--- src/design/grt_pkg.sv ---
package grt_pkg;

    localparam logic CMD_WRITE = 1'b0;
    localparam logic CMD_CAST  = 1'b1;

    localparam logic REG_MAP_WIDTH  = 1'b0;
    localparam logic REG_MAP_HEIGHT = 1'b1;

    localparam logic [1:0] ST_WALL  = 2'd0;
    localparam logic [1:0] ST_EXIT  = 2'd1;
    localparam logic [1:0] ST_LIMIT = 2'd2;

    localparam logic [19:0] DIST_MAX   = 20'hFFFFF;
    localparam logic [19:0] DIST_MIN   = 20'd41;
    localparam logic [31:0] RECIP_ONE  = 32'h4000_0000;
    localparam logic [6:0]  DIM_RESET  = 7'd64;

    typedef enum logic [1:0] {
        DIV_RX,
        DIV_RY,
        DIV_DIST
    } t_div_sel;

    typedef struct packed {
        logic               cmd;
        logic [11:0]        tile_index;
        logic [7:0]         tile_value;
        logic [17:0]        pos_x;
        logic [17:0]        pos_y;
        logic signed [15:0] dir_x;
        logic signed [15:0] dir_y;
    } t_in_word;

    typedef struct packed {
        logic [19:0] distance;
        logic        hit_side;
        logic [11:0] wall_frac;
        logic [3:0]  texture_index;
        logic [1:0]  status;
    } t_out_word;

    typedef struct packed {
        logic     load;
        logic     write;
        logic     div_start;
        t_div_sel div_sel;
        logic     cap_rx;
        logic     cap_ry;
        logic     init_sx;
        logic     init_sy;
        logic     step;
        logic     check;
        logic     prep;
        logic     cap_dist;
        logic     mul;
        logic     out_load;
    } t_cmd;

    typedef struct packed {
        logic div_done;
        logic exited;
        logic wall;
        logic limit;
    } t_sts;

endpackage

--- src/design/grt_ctrl.sv ---
module grt_ctrl (
    input  logic          i_clk,
    input  logic          i_rst_n,
    input  logic          i_in_valid,
    input  logic          i_cast,
    input  logic          i_out_stall,
    input  grt_pkg::t_sts i_sts,
    output grt_pkg::t_cmd o_cmd,
    output logic          o_in_stall,
    output logic          o_out_valid
);

    typedef enum logic [3:0] {
        S_IDLE,
        S_RX_GO,
        S_RX_WAIT,
        S_RY_GO,
        S_RY_WAIT,
        S_SX,
        S_SY,
        S_STEP,
        S_CHECK,
        S_TEST,
        S_PREP,
        S_DV_GO,
        S_DV_WAIT,
        S_MUL,
        S_OUT
    } t_state;

    t_state r_state;
    logic   r_out_valid;
    logic   accept;
    logic   out_free;

    assign accept   = (r_state == S_IDLE) && i_in_valid;
    assign out_free = !r_out_valid || !i_out_stall;

    always_comb begin
        o_cmd           = '0;
        o_cmd.div_sel   = grt_pkg::DIV_DIST;
        o_cmd.load      = accept && (i_cast == grt_pkg::CMD_CAST);
        o_cmd.write     = accept && (i_cast == grt_pkg::CMD_WRITE);
        unique case (r_state)
            S_RX_GO: begin
                o_cmd.div_start = 1'b1;
                o_cmd.div_sel   = grt_pkg::DIV_RX;
            end
            S_RX_WAIT: o_cmd.cap_rx = i_sts.div_done;
            S_RY_GO: begin
                o_cmd.div_start = 1'b1;
                o_cmd.div_sel   = grt_pkg::DIV_RY;
            end
            S_RY_WAIT: o_cmd.cap_ry   = i_sts.div_done;
            S_SX:      o_cmd.init_sx  = 1'b1;
            S_SY:      o_cmd.init_sy  = 1'b1;
            S_STEP:    o_cmd.step     = 1'b1;
            S_CHECK:   o_cmd.check    = 1'b1;
            S_PREP:    o_cmd.prep     = 1'b1;
            S_DV_GO:   o_cmd.div_start = 1'b1;
            S_DV_WAIT: o_cmd.cap_dist = i_sts.div_done;
            S_MUL:     o_cmd.mul      = 1'b1;
            S_OUT:     o_cmd.out_load = out_free;
            default: ;
        endcase
    end

    always_ff @(posedge i_clk) begin
        if (!i_rst_n) begin
            r_state     <= S_IDLE;
            r_out_valid <= 1'b0;
        end else begin
            if (r_state == S_OUT && out_free) begin
                r_out_valid <= 1'b1;
            end else if (!i_out_stall) begin
                r_out_valid <= 1'b0;
            end
            unique case (r_state)
                S_IDLE:    if (o_cmd.load) r_state <= S_RX_GO;
                S_RX_GO:   r_state <= S_RX_WAIT;
                S_RX_WAIT: if (i_sts.div_done) r_state <= S_RY_GO;
                S_RY_GO:   r_state <= S_RY_WAIT;
                S_RY_WAIT: if (i_sts.div_done) r_state <= S_SX;
                S_SX:      r_state <= S_SY;
                S_SY:      r_state <= S_STEP;
                S_STEP:    r_state <= S_CHECK;
                S_CHECK:   r_state <= S_TEST;
                S_TEST: begin
                    priority if (i_sts.exited || i_sts.wall || i_sts.limit) begin
                        r_state <= S_PREP;
                    end else begin
                        r_state <= S_STEP;
                    end
                end
                S_PREP:    r_state <= S_DV_GO;
                S_DV_GO:   r_state <= S_DV_WAIT;
                S_DV_WAIT: if (i_sts.div_done) r_state <= S_MUL;
                S_MUL:     r_state <= S_OUT;
                S_OUT:     if (out_free) r_state <= S_IDLE;
                default:   r_state <= S_IDLE;
            endcase
        end
    end

    assign o_in_stall  = r_state != S_IDLE;
    assign o_out_valid = r_out_valid;

endmodule

--- config.mk ---
export PLATFORM = sky130hd
export DESIGN_NAME = grt_ctrl
export DESIGN_NICKNAME = d
export VERILOG_FILES = /design/src/design/grt_pkg.sv /design/src/design/grt_ctrl.sv
export SDC_FILE = /design/constraint.sdc
export NUM_CORES = 1
export LEC_CHECK = 0
export ABC_AREA = 1
export ABC_CLOCK_PERIOD_IN_PS = 1770
export BUFFER_PORTS_ARGS = -buffer_cell sky130_fd_sc_hd__buf_2
export CAP_MARGIN = 0
export CELL_PAD_IN_SITES_DETAIL_PLACEMENT = 1
export CELL_PAD_IN_SITES_GLOBAL_PLACEMENT = 2
export CORE_MARGIN = 10
export CORE_UTILIZATION = 21
export CTS_BUF_LIST = sky130_fd_sc_hd__clkbuf_4 sky130_fd_sc_hd__clkbuf_8 sky130_fd_sc_hd__clkbuf_16
export DETAILED_ROUTE_END_ITERATION = 6
export GPL_ROUTABILITY_DRIVEN = 0
export PLACE_DENSITY_LB_ADDON = 0.1
export SLEW_MARGIN = 10
export SYNTH_ARGS = -nofsm -noshare
export SYNTH_HDL_FRONTEND = slang
export SYNTH_SLANG_ARGS = --single-unit
export TNS_END_PERCENT = 30
--- constraint.sdc ---
create_clock -name i_clk -period 1.77 [get_ports i_clk]
set_input_delay 0.2655 -clock i_clk [delete_from_list [all_inputs] [get_ports i_clk]]
set_output_delay 0.2655 -clock i_clk [all_outputs]
set_load 0.01 [all_outputs]
Yosys cells after proc, flatten, opt, wreduce, memory -nomap -nowiden. Cells that the tools add are included.

Register bits: 5. Bits of input ports: 9. Output and inout port bits: 17. Logic and storage cells: 57.

Eq/ne operators: 20. Muxes and demuxes: 21. Bitwise gates (word level): 1. Reduce and logical (&&, ||, !) cells: 13.

Operators by type and width (count): 4-bit case mux with 15 select lines (1); 4-bit equality test (second input constant) (7); 4-bit two-way mux (6); 4-bit by 3-bit equality test with 1-bit output (second input constant) (4); 1-bit two-way mux (13); 2-bit inequality test (second input constant) (5); 4-bit by 2-bit equality test with 1-bit output (second input constant) (2); 5-bit AND reduction (1); 4-bit by 1-bit equality test with 1-bit output (second input constant) (1); 1-bit logical AND (4); 4-bit logical NOT (1); 2-bit case mux with 2 select lines (1); 4-bit nonzero test (1); 1-bit logical OR (3); 3-bit OR reduction (1); 1-bit logical NOT (2); 2-bit by 1-bit inequality test with 1-bit output (second input constant) (1); 1-bit inverter (1).

Logic depth before layout (Yosys ltp).
Depth in word-level cells: 5. Gate-level depth with buffers: 9. Gate-level depth less buffers: 9.

Worst setup path after synthesis. Ideal clock, no wire load.

Path kind: register -> output. Start: register r_state[1]. End: output o_cmd[13] (netlist name). Arrival time: 0.887 ns. Required time: 1.505 ns. Path slack: 0.617 ns. Stages on the path, launching flop included: 6. Buffers on the path: 0. Cell sequence: dfxtp_1 -> inv_4 -> nand2_4 -> nor2_4 -> nand2_1 -> nor2_1.

RTL lines: from (decl) (line grt_ctrl.sv:31) `t_state r_state;`; from (signal assigned) (line grt_ctrl.sv:70) `r_state <= S_IDLE;`; from (signal assigned) (line grt_ctrl.sv:79) `S_IDLE: if (o_cmd.load) r_state <= S_RX_GO;`; from (signal assigned) (line grt_ctrl.sv:80) `S_RX_GO: r_state <= S_RX_WAIT;`; to (decl) (line grt_ctrl.sv:8) `output grt_pkg::t_cmd o_cmd,`.

==> key figures <==
Pwr
  – Total Power: 1.20 mW
  – PwrDens: 1760 nW/µm²
  – VDD IR-drop max: 0.000598 V
  – Leakage Power: 0.413 nW

Placement
  – # port buffers: 25
  – Post-DP HPWL: 1.48 mm

Clock network
  – Max Root-Sink Buffers: 2
  – Worst-Skew Late Latency: 240 ps
  – CTS tree: built
  – Clock Sinks: 5
  – Post-CTS sizing: 0
  – Worst-path clk slew: 40 ps
  – Post-CTS Setup Bufs: 0
  – H-tree levels: 1
  – Clk root buf: clkbuf_4
  – CTS Buf Count: 3
  – Hold_buf cts: 0

Critical path
  – RR Endpoint: r_state[3]$_SDFFE_PN0P_
  – Reg2Reg Launch Point: r_state[2]$_SDFFE_PN0P_
  – Critical path launch point: r_state[2]$_SDFFE_PN0P_
  – R2R depth: 7
  – Critical path peak fanout: 6
  – CP required: 1500 ps
  – Startpoint class of the critical path: flip-flop
  – Critical path capture point type: primary output
  – R2r setup slk: 510 ps
  – Setup CP Type: flip-flop to primary output
  – CP Data Arrival Time: 1330 ps

STA
  – Final setup vio count: 0
  – Hold WS: 290 ps
  – Clock skew: 3.45 ps
  – Tcrit/Tclk final: 0.901
  – Final min period: 1590 ps
  – Setup tns final: 0 ps
  – Max-slew violation count: 0
  – Slew margin rel.: 0.811
  – Slew @ Worst Pin: 282 ps
  – Achievable Freq: 0.627 GHz
  – RSZ-0062 raised after global routing: no
  – Hold Vio Cnt, Final: 0

Global routing
  – Largest net degree at the start of global routing: 8
  – Initial antenna violation count: 0
  – Met1 Resource Use GR: 0.0898
  – Vias in the first global route: 610
  – Layer with the highest usage: met2
  – Grt ovf: 0
  – Met2 Track Usage GR: 0.127
  – Met3 usage: 0.0245
  – First-pass GRT wire length: 2.76 mm
  – Tot GR Track Use: 0.0768

Die
  – Row Count: 17
  – DIE AREA: 4690 µm²
  – Die height: 68.5 µm
  – I/O Pins: 26
  – Core ar.: 2230 µm²
  – Die Width: 68.5 µm
  – Initial Util: 0.221

Finish
  – Nets: 126
  – Area grow syn2layout: 38.6%
  – Layout cell share with drive strength beyond 1: 0.388
  – Layout Utilization: 0.306
  – Register Area: 100 µm²
  – Antenna cells: 0
  – Filler instances: 320
  – Area of the multi-input gates: 323 µm²

Yosys
  – Synth warn: 0
  – Yosys cell types: 18
  – Syn Area/Cell: 5.67 µm²
  – Post-Syn Instances: 87
  – Synth Register Bits: 5
  – Mapped Area: 493 µm²
  – Seq/Total Area, Yosys: 0.203
  – Syn_nets: 96

Drt
  – Drt via density: 4.08
  – Wire per inst: 11.8 µm
  – Drt initial violations: 11
  – Routed WL: 1.70 mm
  – Pre-antenna DRT Iters: 4
  – Final ANT Viol Nets: 0
  – Detailed-route via count: 588
  – DRC violations left: 0

Worst hold path
  – Hold Crit Class: input port to flip-flop
  – Hold path cells: 3
  – Hold path startpoint: i_rst_n
  – Worst Hold End: r_state[3]$_SDFFE_PN0P_

Outcome
  – Status: complete, no violations

Run
  – Max-cap viol count: 0
## critical path: stages, from the launching register on
cell and delay (ps):
dfxtp_1 430, nand2_1 170, nor2_2 180, inv_1 80, nor2_1 90, buf_2 130
## worst max-delay path by stage
stage | end | slack, ps | depth (start not counted)
4_1_cts | o_cmd[0] | 140 | 5
2_1_floorplan | o_cmd[13] | 620 | 5
6_report | o_cmd[0] | 180 | 5
3_5_place_dp | o_cmd[0] | 400 | 5
3_3_place_gp | o_cmd[0] | 420 | 5
5_1_grt | o_cmd[0] | 10 | 5
## per-stage QoR
stage	area [µm²]	std cells	setup slack, ps
2_1_floorplan	493	87	617
3_3_place_gp	653	140	418
3_5_place_dp	653	140	401
4_1_cts	683	144	135
5_1_grt	683	144	12.0
6_report	683	144	176
## final cells by class
class                      count  share of cell area
timing repair buffer          25               0.183
inverter                      18               0.103
tap                           28              0.0513
clock buffer                   4              0.0440
sequential                     5               0.147
multi-input combinational     64               0.473
## cells by family after synthesis
group,Yosys count,share of synthesized area
AO/OA/AOI/OAI,7,0.0939
flip-flops,5,0.203
AND/OR/NAND/NOR,57,0.561
buffers and inverters,18,0.142
## layer usage
layer | routed length (µm) | part of all wire
met2 | 804 | 0.47
met5 | 0 | 0
met3 | 139 | 0.082
met4 | 0 | 0
met1 | 757 | 0.45
## power breakdown
part	switching [mW]	total [mW]	internal [mW]
combinational	0.534	0.827	0.293
sequential	0.0652	0.224	0.159
clock	0.0476	0.148	0.101
## Yosys cell counts
library cell	number	area share
a21oi_1	2	0.020
dfxtp_1	5	0.20
inv_1	15	0.11
inv_2	2	0.015
inv_4	1	0.013
nand2_1	21	0.16
nand2_2	3	0.038
nand2_4	1	0.023
nand3_1	2	0.020
nand3_4	1	0.036
nor2_1	20	0.15
nor2_2	5	0.063
nor2_4	1	0.023
nor3_1	2	0.020
nor3b_2	1	0.025
o21ai_0	3	0.030
o21ai_1	1	0.010
o21ai_4	1	0.033
## cell usage in the layout (no fill, tap or decap), drive strengths merged
cell	n
nand2	25
dfxtp	5
clkbuf	4
o21ai	5
inv	18
buf	25
nor3	2
nor2	26
nand3	3
a21oi	2
nor3b	1
## registers in the layout, summed over array words and instances, names as in the netlist
name / count
o_out_valid: 1
r_state: 4
(Power assumes the default switching activity.)
